**config.mk**
```make
export PLATFORM = sky130hd
export DESIGN_NAME = tlq_cell
export DESIGN_NICKNAME = d
export VERILOG_FILES = /design/src/design/tlq_pkg.sv /design/src/design/tlq_cell.sv
export SDC_FILE = /design/constraint.sdc
export NUM_CORES = 2
export LEC_CHECK = 0
export ABC_AREA = 1
export CAP_MARGIN = 0
export CORE_ASPECT_RATIO = 0.8
export CORE_MARGIN = 10
export CORE_UTILIZATION = 33
export DETAILED_ROUTE_END_ITERATION = 6
export DONT_BUFFER_PORTS = 1
export GPL_TIMING_DRIVEN = 0
export MAX_ROUTING_LAYER = met4
export SLEW_MARGIN = 10
export SYNTH_ARGS = -nofsm -noshare
export SYNTH_HDL_FRONTEND = slang
export SYNTH_SLANG_ARGS = --single-unit
```
**constraint.sdc**
```tcl
create_clock -name clk_i -period 26.8 [get_ports clk_i]
set_clock_uncertainty 0.2 [all_clocks]
set_input_delay 0 -clock clk_i [delete_from_list [all_inputs] [get_ports clk_i]]
set_output_delay 0 -clock clk_i [all_outputs]
set_load 0.01 [all_outputs]
```
**src/design/tlq_pkg.sv**
```systemverilog
// ----------------------------------------------------------------------------
// tlq_pkg
// shared widths, constants and pipeline item type for the thick line quad block
// ----------------------------------------------------------------------------
package tlq_pkg;

  localparam int COORD_BITS = 16;
  localparam int FRAC_BITS  = 8;
  localparam int UNIT_FRAC  = 15;
  localparam int WIDTH_BITS = 10;
  localparam int OUT_W      = COORD_BITS + FRAC_BITS + 2;
  localparam int D_W        = COORD_BITS + 1;       // difference
  localparam int SQ_W       = 2 * D_W;              // square of a difference
  localparam int L2_W       = SQ_W + 1;             // squared length
  localparam int Q_W        = UNIT_FRAC + 1;        // unit magnitude 0..2^15
  localparam int NCELLS     = Q_W;
  localparam int IDX_W      = $clog2(NCELLS);
  localparam int WW         = L2_W + 2 * Q_W + 6;   // search accumulators

  typedef logic signed [COORD_BITS-1:0] coord_t;
  typedef logic signed [WW-1:0]         acc_t;

  typedef struct packed {
    coord_t            sx;
    coord_t            sy;
    coord_t            ex;
    coord_t            ey;
    logic              degen;
    logic              negx;
    logic              negy;
    logic [L2_W-1:0]   len2;
    logic [SQ_W-1:0]   cx2;
    logic [SQ_W-1:0]   cy2;
    logic [Q_W-1:0]    qx;
    logic [Q_W-1:0]    qy;
    acc_t              sxa;   // k^2 * len2 for x
    acc_t              pxa;   // k * len2 for x
    acc_t              sya;
    acc_t              pya;
  } item_t;

endpackage

```
**src/design/tlq_cell.sv**
```systemverilog
// ----------------------------------------------------------------------------
// tlq_cell
// one bit of the rounded unit vector search for both components
// ----------------------------------------------------------------------------
module tlq_cell (
  input  logic                     clk_i,
  input  logic                     rst_ni,
  input  logic [tlq_pkg::IDX_W-1:0] bit_idx_i,
  input  logic                     in_valid_i,
  output logic                     in_ready_o,
  input  tlq_pkg::item_t           in_data_i,
  output logic                     out_valid_o,
  input  logic                     out_ready_i,
  output tlq_pkg::item_t           out_data_o
);
  import tlq_pkg::*;

  logic  valid_q;
  item_t data_q, data_d;
  acc_t  len_w, sxn, pxn, syn, pyn, limx, limy;

  assign in_ready_o = !valid_q || out_ready_i;

  // trial bit raises k = 2q-1 by 2^(j+1): k^2 grows by 2^(j+2)k + 2^(2j+2)
  always_comb begin
    len_w  = $signed({{(WW-L2_W){1'b0}}, in_data_i.len2});
    limx   = $signed({{(WW-SQ_W){1'b0}}, in_data_i.cx2}) <<< 32;
    limy   = $signed({{(WW-SQ_W){1'b0}}, in_data_i.cy2}) <<< 32;
    sxn    = in_data_i.sxa + (in_data_i.pxa <<< (bit_idx_i + 2))
             + (len_w <<< (2 * bit_idx_i + 2));
    pxn    = in_data_i.pxa + (len_w <<< (bit_idx_i + 1));
    syn    = in_data_i.sya + (in_data_i.pya <<< (bit_idx_i + 2))
             + (len_w <<< (2 * bit_idx_i + 2));
    pyn    = in_data_i.pya + (len_w <<< (bit_idx_i + 1));
    data_d = in_data_i;
    if (sxn <= limx) begin
      data_d.qx[bit_idx_i] = 1'b1;
      data_d.sxa = sxn;
      data_d.pxa = pxn;
    end
    if (syn <= limy) begin
      data_d.qy[bit_idx_i] = 1'b1;
      data_d.sya = syn;
      data_d.pya = pyn;
    end
  end

  always_ff @(posedge clk_i or negedge rst_ni) begin
    if (!rst_ni) begin
      valid_q <= 1'b0;
    end else if (in_ready_o) begin
      valid_q <= in_valid_i;
    end
  end

  always_ff @(posedge clk_i) begin
    if (in_ready_o && in_valid_i) begin
      data_q <= data_d;
    end
  end

  assign out_valid_o = valid_q;
  assign out_data_o  = data_q;

endmodule

```
==> results.tsv <==
metric	value	unit
vias	68247	
setup_ws	11.32	ns
cts_tree	done	
die_area	0.1868	mm²
grt_pass1_wl	527400	µm
grt_overflow	0	
switching_share	55.15	%
synth.area.top_cells	edfxtp_1 26%, nand2_1 17%, ha_1 7.7%, inv_1 6.7%, o21ai_0 6.6%	
slowest_stage	clkbuf_1	
crit_type	input port to register	
synth.distinct_cells	58	
track_usage	41.16	%
final_cell_mix	2,508 x nand2_1, 998 x inv_1, 909 x dlygate4sd3_1	
start_kind	input port	
slew_violations	4	
die-width	480.7	µm
hpwl	329300	µm
crit_top_cell	nand2_1	
r2r_start	out_valid_o$_DFFE_PN0N_	
p_int	2.838	mW
cts_setup_buffers	0	
clock_path_buffers	3	
ir_drop	69.52	µV
viasPerCell	5.790	
cts_buffers	48	
clock_latency	0.69	ns
die_h	388.5	µm
hold_buffers	909	
hold_viol	0	
layout-drive-gt1-share	3.091	%
yosys_warnings	0	
wl_per_cell	33.53	µm
ys_seq_area_share	26.52	%
syn_area	0.05602	mm²
synth_top_area_share	26.48	%
cts_resized	0	
critPathArrivalTime	15.73	ns
max_freq	0.06459	GHz
cpPeakStageDelay	0.97	ns
numClockSinks	495	
drt_iter0_drc	9306	
core_area	0.1691	mm²
drv_cap	3	
power.density	89.50	mW/mm²
finalCriticalPeriod	15.48	ns
synth_ff_type	edfxtp_1	
wl	395300	µm
crit_start	bit_idx_i[0]	
post-route-period-util	57.77	%
seqPwrFrac	21.1	%
synth_edf_count	494	
area_growth	26.21	%
slew_headroom	-16.38	%
clkTransAtPathRegs	0.07	ns
rr_endpoint	out_data_o[182]$_DFFE_PP_	
crit_fanout	12	
place.gp.congestion	1.082	
setup_violations	0	
io_buffers	0	
p_comb_share	67.9	%
drc	0	
violations	max-capacitance violations, max-slew violations	
antenna_found_initial	81	
tightest_slew	1.746	ns
final_common_cell	nand2_1	
final_util	41.82	%
p_switching	3.490	mW
cp-end-kind	register	
r2r_setup_slack	22.86	ns
async_flop_share	0.2020	%
leakage	31.86	nW
grt_max_degree	30	
status	finished, violations left	
pre_cts_ws	13.02	ns
hold_slack	0.005466	ns
synth_cells	8381	
rsz0062_at_grt	no	
yosys.area.top_type	edfxtp_1	
cts.htree.levels	2	
first_pass_iters	7	
p_clk_share	11.0	%
worst-r2r-cell-count	11	
initial_core_util	33.13	%
ant_nets	0	
endpoint	out_data_o[75]$_DFFE_PP_	
hp-class	input port to register	
ioPinCount	998	
rows	135	
avgSynthCellArea	6.685	µm²
first_global_vias	63909	
crit_required	27.05	ns
ys_ff_latch	495	
cts-root-buf	clkbuf_16	
nets	10405	
==> power by group through the flow <==
stage               Sequential (mW)  Combinational [mW]  Clock (mW)
finish                         1.33                4.30       0.698
global route                   1.34                4.57       0.732
floorplan                      1.31                2.35           0
CTS                            1.33                4.10       0.697
global placement               1.40                3.73           0
detailed placement             1.34                3.79           0
==> critical path: cells and delay by family <==
family                     cells  cell delay [ns]
muxes                          1             0.38
and+or+nand+nor               21             4.35
adders and majority gates      4             1.93
AOI/OAI and AO/OA              8             2.52
buffers and inverters         13             6.35
==> area by class of cell <==
type | count | area (µm²)
Clock buffer | 55 | 1227
Timing Repair Buffer | 970 | 9876
Inverter | 1009 | 3790
Tap cell | 2260 | 2828
Sequential cell | 495 | 14860
Multi-Input combinational cell | 6569 | 36290
Antenna cell | 80 | 200.2
Fill cell | 17712 | 98370
Buffer | 315 | 1335
Clock inverter | 34 | 300.3
==> logic make-up (layout without fill, tap and decap cells) <==
kind of cell / count (synthesis) / after routing / synth area share (%)
fa+ha+maj: 495 / 495 / 13.04
compound gates: 1564 / 1564 / 15.08
simple gates: 4099 / 4099 / 29.51
mux: 174 / 174 / 3.109
buf+inv: 1324 / 2383 / 9.148
flops: 495 / 495 / 26.52
other cells: 1 / 88 / 0.006694
xor+xnor: 229 / 229 / 3.580
==> synth_stat cells, types with 4 or more instances <==
library cell,number
a211oi_1,4
o22a_1,8
clkbuf_1,165
nor2_1,783
xor2_1,145
buf_2,74
nand3_1,642
o21ai_1,20
o31ai_1,6
a21oi_1,540
o21ai_0,736
buf_1,63
or2_2,10
mux2i_1,174
o22ai_1,15
o2111ai_1,7
o21bai_1,40
inv_2,8
fa_1,148
inv_1,998
o211ai_1,18
nand2_1,2508
o21a_1,37
buf_4,10
ha_1,347
edfxtp_1,494
a31oi_1,61
nand3b_1,14
nor4_1,13
nand4_1,44
nor3_1,73
a21o_1,37
a21boi_0,17
xnor2_1,84
==> worst min path at each step <==
stage | start | endpoint | depth (start not counted)
after detailed placement | rst_ni | out_valid_o$_DFFE_PN0N_ | 0
after CTS | in_data_i[74] | out_data_o[74]$_DFFE_PP_ | 3
final | in_data_i[168] | out_data_o[168]$_DFFE_PP_ | 3
after floorplan | rst_ni | out_valid_o$_DFFE_PN0N_ | 0
after global routing | in_data_i[126] | out_data_o[126]$_DFFE_PP_ | 3
after global placement | rst_ni | out_valid_o$_DFFE_PN0N_ | 0
==> routing by layer <==
| layer | part of all wire [%] | global-route usage [%] | up-vias |
|---|---|---|---|
| met5 | 0 | - | - |
| li1 | - | - | 29819 |
| met3 | 11 | 10.47 | 691 |
| met1 | 44 | 56.88 | 33199 |
| met2 | 41 | 56.86 | 4538 |
| met4 | 4.5 | 16.13 | 0 |
==> sequential cells by signal, summed over array words and instances, names as in the netlist <==
signal       count
out_data_o     494
out_valid_o      1
==> stage by stage <==
| step | instances | power [mW] | TNS, ns | cell area [µm²] |
|---|---|---|---|---|
| 5_1_grt | 11765 | 6.646 | 0 | 70660 |
| 3_3_place_gp | 10648 | 5.136 | -3206.11 | 58880 |
| 3_5_place_dp | 10708 | 5.130 | 0 | 59850 |
| 2_1_floorplan | 8388 | 3.666 | 0 | 56050 |
| 4_1_cts | 11706 | 6.131 | 0 | 70480 |
| 6_report | 11787 | 6.329 | 0 | 70710 |
No activity file was read; power rests on OpenSTA's default activity.
