<file path="src/design/tlq_pkg.sv">
// ----------------------------------------------------------------------------
// tlq_pkg
// shared widths, constants and pipeline item type for the thick line quad block
// ----------------------------------------------------------------------------
package tlq_pkg;

  localparam int COORD_BITS = 16;
  localparam int FRAC_BITS  = 8;
  localparam int UNIT_FRAC  = 15;
  localparam int WIDTH_BITS = 10;
  localparam int OUT_W      = COORD_BITS + FRAC_BITS + 2;
  localparam int D_W        = COORD_BITS + 1;       // difference
  localparam int SQ_W       = 2 * D_W;              // square of a difference
  localparam int L2_W       = SQ_W + 1;             // squared length
  localparam int Q_W        = UNIT_FRAC + 1;        // unit magnitude 0..2^15
  localparam int NCELLS     = Q_W;
  localparam int IDX_W      = $clog2(NCELLS);
  localparam int WW         = L2_W + 2 * Q_W + 6;   // search accumulators

  typedef logic signed [COORD_BITS-1:0] coord_t;
  typedef logic signed [WW-1:0]         acc_t;

  typedef struct packed {
    coord_t            sx;
    coord_t            sy;
    coord_t            ex;
    coord_t            ey;
    logic              degen;
    logic              negx;
    logic              negy;
    logic [L2_W-1:0]   len2;
    logic [SQ_W-1:0]   cx2;
    logic [SQ_W-1:0]   cy2;
    logic [Q_W-1:0]    qx;
    logic [Q_W-1:0]    qy;
    acc_t              sxa;   // k^2 * len2 for x
    acc_t              pxa;   // k * len2 for x
    acc_t              sya;
    acc_t              pya;
  } item_t;

endpackage

</file>
<file path="src/design/tlq_back.sv">
// ----------------------------------------------------------------------------
// tlq_back
// half width offsets and corner sums, with the output register
// ----------------------------------------------------------------------------
module tlq_back (
  input  logic                            clk_i,
  input  logic                            rst_ni,
  input  logic [tlq_pkg::WIDTH_BITS-1:0]  line_width_i,
  input  logic                            in_valid_i,
  output logic                            in_ready_o,
  input  tlq_pkg::item_t                  in_data_i,
  output logic                            out_valid_o,
  input  logic                            out_ready_i,
  output logic signed [tlq_pkg::OUT_W-1:0] corner_a_x_o,
  output logic signed [tlq_pkg::OUT_W-1:0] corner_a_y_o,
  output logic signed [tlq_pkg::OUT_W-1:0] corner_b_x_o,
  output logic signed [tlq_pkg::OUT_W-1:0] corner_b_y_o,
  output logic signed [tlq_pkg::OUT_W-1:0] corner_c_x_o,
  output logic signed [tlq_pkg::OUT_W-1:0] corner_c_y_o,
  output logic signed [tlq_pkg::OUT_W-1:0] corner_d_x_o,
  output logic signed [tlq_pkg::OUT_W-1:0] corner_d_y_o,
  output logic                            degenerate_o
);
  import tlq_pkg::*;

  localparam int PW = WIDTH_BITS + Q_W + FRAC_BITS + 1;

  typedef logic signed [OUT_W-1:0] out_t;

  logic            a_valid_q, b_valid_q, a_ready, b_ready;
  out_t            sx_q, sy_q, ex_q, ey_q, offx_q, offy_q;
  logic            degen_a_q;
  logic [PW-1:0]   px, py, rx, ry;
  out_t            offx_d, offy_d;
  out_t            a_x_q, a_y_q, b_x_q, b_y_q, c_x_q, c_y_q, d_x_q, d_y_q;
  logic            degen_b_q;

  assign b_ready    = !b_valid_q || out_ready_i;
  assign a_ready    = !a_valid_q || b_ready;
  assign in_ready_o = a_ready;

  always_comb begin
    px = ({{(PW-WIDTH_BITS){1'b0}}, line_width_i} * {{(PW-Q_W){1'b0}}, in_data_i.qx})
         << FRAC_BITS;
    py = ({{(PW-WIDTH_BITS){1'b0}}, line_width_i} * {{(PW-Q_W){1'b0}}, in_data_i.qy})
         << FRAC_BITS;
    rx = (px + (PW'(1) << UNIT_FRAC)) >> (UNIT_FRAC + 1);
    ry = (py + (PW'(1) << UNIT_FRAC)) >> (UNIT_FRAC + 1);
    offx_d = in_data_i.negx ? -$signed(OUT_W'(rx)) : $signed(OUT_W'(rx));
    offy_d = in_data_i.negy ? -$signed(OUT_W'(ry)) : $signed(OUT_W'(ry));
    if (in_data_i.degen) begin
      offx_d = '0;
      offy_d = '0;
    end
  end

  always_ff @(posedge clk_i or negedge rst_ni) begin
    if (!rst_ni) begin
      a_valid_q <= 1'b0;
      b_valid_q <= 1'b0;
    end else begin
      if (a_ready) a_valid_q <= in_valid_i;
      if (b_ready) b_valid_q <= a_valid_q;
    end
  end

  always_ff @(posedge clk_i) begin
    if (a_ready && in_valid_i) begin
      sx_q      <= OUT_W'(in_data_i.sx) <<< FRAC_BITS;
      sy_q      <= OUT_W'(in_data_i.sy) <<< FRAC_BITS;
      ex_q      <= OUT_W'(in_data_i.degen ? in_data_i.sx : in_data_i.ex) <<< FRAC_BITS;
      ey_q      <= OUT_W'(in_data_i.degen ? in_data_i.sy : in_data_i.ey) <<< FRAC_BITS;
      offx_q    <= offx_d;
      offy_q    <= offy_d;
      degen_a_q <= in_data_i.degen;
    end
    if (b_ready && a_valid_q) begin
      a_x_q     <= sx_q - offy_q;
      a_y_q     <= sy_q + offx_q;
      b_x_q     <= sx_q + offy_q;
      b_y_q     <= sy_q - offx_q;
      c_x_q     <= ex_q + offy_q;
      c_y_q     <= ey_q - offx_q;
      d_x_q     <= ex_q - offy_q;
      d_y_q     <= ey_q + offx_q;
      degen_b_q <= degen_a_q;
    end
  end

  assign out_valid_o  = b_valid_q;
  assign corner_a_x_o = a_x_q;
  assign corner_a_y_o = a_y_q;
  assign corner_b_x_o = b_x_q;
  assign corner_b_y_o = b_y_q;
  assign corner_c_x_o = c_x_q;
  assign corner_c_y_o = c_y_q;
  assign corner_d_x_o = d_x_q;
  assign corner_d_y_o = d_y_q;
  assign degenerate_o = degen_b_q;

endmodule

</file>
<file path="config.mk">
export PLATFORM = sky130hd
export DESIGN_NAME = tlq_back
export DESIGN_NICKNAME = d
export VERILOG_FILES = /design/src/design/tlq_pkg.sv /design/src/design/tlq_back.sv
export SDC_FILE = /design/constraint.sdc
export NUM_CORES = 1
export LEC_CHECK = 0
export CORE_AREA = 2 2 277 279
export CTS_CLUSTER_SIZE = 28
export DETAILED_ROUTE_END_ITERATION = 10
export DIE_AREA = 0 0 279 281
export DONT_BUFFER_PORTS = 1
export GPL_TIMING_DRIVEN = 0
export HOLD_SLACK_MARGIN = 0.12
export PLACE_DENSITY = 0.62
export SLEW_MARGIN = 30
export SYNTH_ARGS = -nofsm -noshare
export SYNTH_HDL_FRONTEND = slang
export SYNTH_SLANG_ARGS = --single-unit
export TNS_END_PERCENT = 30
</file>
<file path="constraint.sdc">
create_clock -name clk_i -period 7.4 [get_ports clk_i]
set_clock_uncertainty 0.15 [all_clocks]
set_input_delay 0.37 -clock clk_i [delete_from_list [all_inputs] [get_ports clk_i]]
set_output_delay 0.37 -clock clk_i [all_outputs]
set_load 0.005 [all_outputs]
</file>
==> impl_metrics.csv <==
group,metric,value,unit
yosys,yosysSeqAreaShare,31.3,%
drt,drt-vias-per-instance,5.11,
global_route,grt_overflow,0,
cts,clock-sinks,294,
yosys,netlist_area,28200,µm²
cts,clockRootBuffer,"clkbuf_16",
finish,layout-drive-gt1-share,8.91,%
placement,gp_congestion,0.909,
setup_path,cp_cell_sequence,"clkbuf_2, and2_1, fa_1, fa_1, fa_1, fa_1, inv_1, fa_1, inv_1, ha_1, a21oi_2, o21ai_0, a2111oi_1, o32a_1, xor2_2, and4bb_2, nand4_1, mux2_2, a31o_2, nand3_1, a311o_1, or3_1, a21oi_2",
drt,drtIter0Drc,1327,
cts,htree_levels,1,
finish,nets,3953,
worst_hold_path,hp-class,"in -> reg",
timing,relSlewSlack,38.5,%
timing,fin_tns_setup,0,ps
placement,hpwl,63500,µm
yosys,avgSynthCellArea,9.90,µm²
yosys,synth_edf_count,292,
floorplan,fp-row-count,101,
setup_path,start_kind,"input port",
cts,clock_latency,590,ps
timing,rsz0062_at_grt,"true",
power,pwr-share-seq,18.6,%
setup_path,crit_fanout,10,
power,report.power.total,16.2,mW
finish,final_util,42.0,%
yosys,synth_largest_area_cell,"edfxtp_1",
drt,routed_wirelength,78800,µm
yosys,synth_warnings,0,
floorplan,dieArea,78400,µm²
floorplan,start_util,37.4,%
floorplan,coreArea,75400,µm²
global_route,grt_usage,19.6,%
floorplan,chipHeight,281,µm
power,power_leakage,13.6,nW
drt,ant_nets,0,
yosys,async_reset_ff_share,0.680,%
global_route,grt_max_degree,54,
finish,final_cell_area,31700,µm²
timing,hold_viol_final,0,
yosys,synth_most_common_cell,"inv_1",
setup_path,worst_ep_arrival_time,7620,ps
global_route,grt_pass1_wl,118000,µm
drt,drc,0,
timing,post-route-period-util,99.3,%
power,switching_share,49.7,%
global_route,grt_antenna_before_repair,14,
timing,tightestPinTransition,915,ps
setup_path,crit_top_cell,"fa_1",
timing,drv_slew,0,
yosys,yosys-top-cells-count,"inv_1, edfxtp_1, ha_1, nand2_1, fa_1",
yosys,synth-seq-cells,294,
run_status,status,"finished clean",
drt,wl_per_cell,19.8,µm
setup_path,critPathRequiredTime,7670,ps
yosys,synth_top_area_share,31.1,%
placement,placed_area,29600,µm²
setup_path,worstSetupEndpointType,"register",
timing,finalSetupViolations,0,
power,ir_worst_vdd,376,µV
yosys,syn-instance-count,2848,
setup_path,cp_slowest_stage_delay,600,ps
timing,min_period,7350,ps
placement,port_buffers,0,
yosys,syn_nets,3838,
finish,syn2layout_area_growth,12.3,%
power,power_density,512,nW/µm²
cts,tritoncts,"built",
run,drv_cap,0,
placement,dp.cells,3832,
floorplan,fp.dieW,279,µm
yosys,yosysUniqueCellTypes,86,
cts,cts_buffer_depth,3,
power,p_switching,8.07,mW
global_route,grt_pass1_vias,20000,
setup_path,crit_type,"in -> reg",
yosys,synth_area_leaders,"edfxtp_1, fa_1, ha_1",
cts,numCtsBuffers,29,
power,power.internal,8.16,mW
setup_path,crit_slowest_cell,"fa_1",
power,clkPwrFrac,9.5,%
floorplan,pin_count,719,
drt,detail_route.first_pass.iterations,5,
yosys,synthFlopType,"edfxtp_1",
drt,vias,20300,
timing,max_freq,136,MHz
cts,clkSlewWorstSetupHoldPaths,70,ps
finish,stdcell_count,3975,
power,pwr-share-comb,72.0,%
==> worst max-delay path: cells and delay by family <==
family,cells,cell delay (ps)
AOI/OAI and AO/OA,7,2110
xor gates and xnor gates,1,140
adders and majority gates,6,3080
buffers and inverters,3,320
muxes,1,290
and+or+nand+nor,5,1320
==> path summary, 6_finish.rpt <==
kind / endpoint / slack [ps] / depth (start not counted) / start
min: offx_q[16] / 150 / 3 / in_data_i[428]
max: offx_q[16] / 50 / 23 / in_data_i[312]
max reg2reg: corner_d_x_o[25] / 2840 / 13 / offy_q[2]
max in group asynchronous: out_valid_o / 6550 / 2 / rst_ni
min in group asynchronous: a_valid_q / 410 / 2 / rst_ni
min reg2reg: degenerate_o / 300 / 0 / degen_a_q
==> stage by stage <==
step,setup WS (ps),hold slack [ps]
floorplan,3.44,-75.6
global placement,-1330,-75.5
detailed placement,-1140,-75.6
CTS,14.3,153
global route,-30.8,153
finish,51.1,149
==> cell type report <==
class | count | area [µm²]
antenna | 12 | 30.0
sequential | 294 | 8820
timing repair buffer | 86 | 921
multi-input combinational | 2010 | 17400
buffer | 153 | 835
inverter | 389 | 1460
fill | 7274 | 43800
clock inverter | 23 | 245
tap | 978 | 1220
clock buffer | 30 | 729
==> state kept, by name, indices dropped and copies added, names as in the netlist, 16 cells and up <==
name / count
corner_a_x_o: 26
corner_a_y_o: 26
offx_q: 26
offy_q: 26
corner_b_x_o: 25
corner_b_y_o: 25
corner_c_x_o: 18
corner_c_y_o: 18
corner_d_x_o: 18
corner_d_y_o: 18
ex_q: 16
ey_q: 16
sx_q: 16
sy_q: 16
==> kinds of logic after synthesis <==
kind of cell | Yosys count | share of synthesized area, %
buffers and inverters | 544 | 7.79
XOR/XNOR | 237 | 7.36
adder cells (fa/ha/maj) | 482 | 27.3
flip-flops | 294 | 31.3
AO/OA/AOI/OAI | 448 | 10.6
multiplexers | 42 | 1.65
AND/OR/NAND/NOR | 801 | 14.1
==> placed cells by master (no fill, tap or decap), drive strengths merged, types with 7 or more instances in the layout <==
master,n
a221oi,9
or3,14
o21bai,30
edfxtp,292
nor3,59
clkinv,14
inv,392
a21o,25
a21oi,142
xor2,62
mux2,36
o41ai,8
nand2b,23
nor3b,8
xnor2,175
nor4,15
clkbuf,116
a211oi,9
nand2,249
nor2b,16
a41oi,8
dlygate4sd3,71
nand4,19
nand3,35
a31oi,17
fa,222
ha,260
buf,82
and3,21
diode,12
o211ai,7
o31ai,17
nor2,158
o21a,16
or4,7
and2,156
o21ai,82
==> power groups by stage <==
stage          combinational (mW)  sequential [mW]  clock [mW]
3_3_place_gp                 10.8             3.09           0
2_1_floorplan                8.59             2.87           0
3_5_place_dp                 11.0             3.07           0
6_report                     11.7             3.01        1.53
4_1_cts                      11.2             3.03        1.57
5_1_grt                      13.1             3.07        1.63
==> repair_timing <==
action | 4_1_cts | 5_1_grt
pin swaps | 1 | 11
hold buffers | 71 | 0
endpoints found under the hold margin | 75 | 0
gates resized for setup | 46 | 102
endpoints found under the setup margin | 24 | 23
buffers inserted | 1 | 8
==> layer usage <==
| metal | vias up | track usage, % | wire length, µm |
|---|---|---|---|
| met2 | 609 | 33.5 | 38000 |
| li1 | 9779 | - | - |
| met4 | 6 | 7.66 | 3190 |
| met5 | - | 0 | 37 |
| met3 | 129 | 2.88 | 4350 |
| met1 | 9807 | 24.9 | 33200 |
Note: power is estimated with default switching activity, not from simulation.
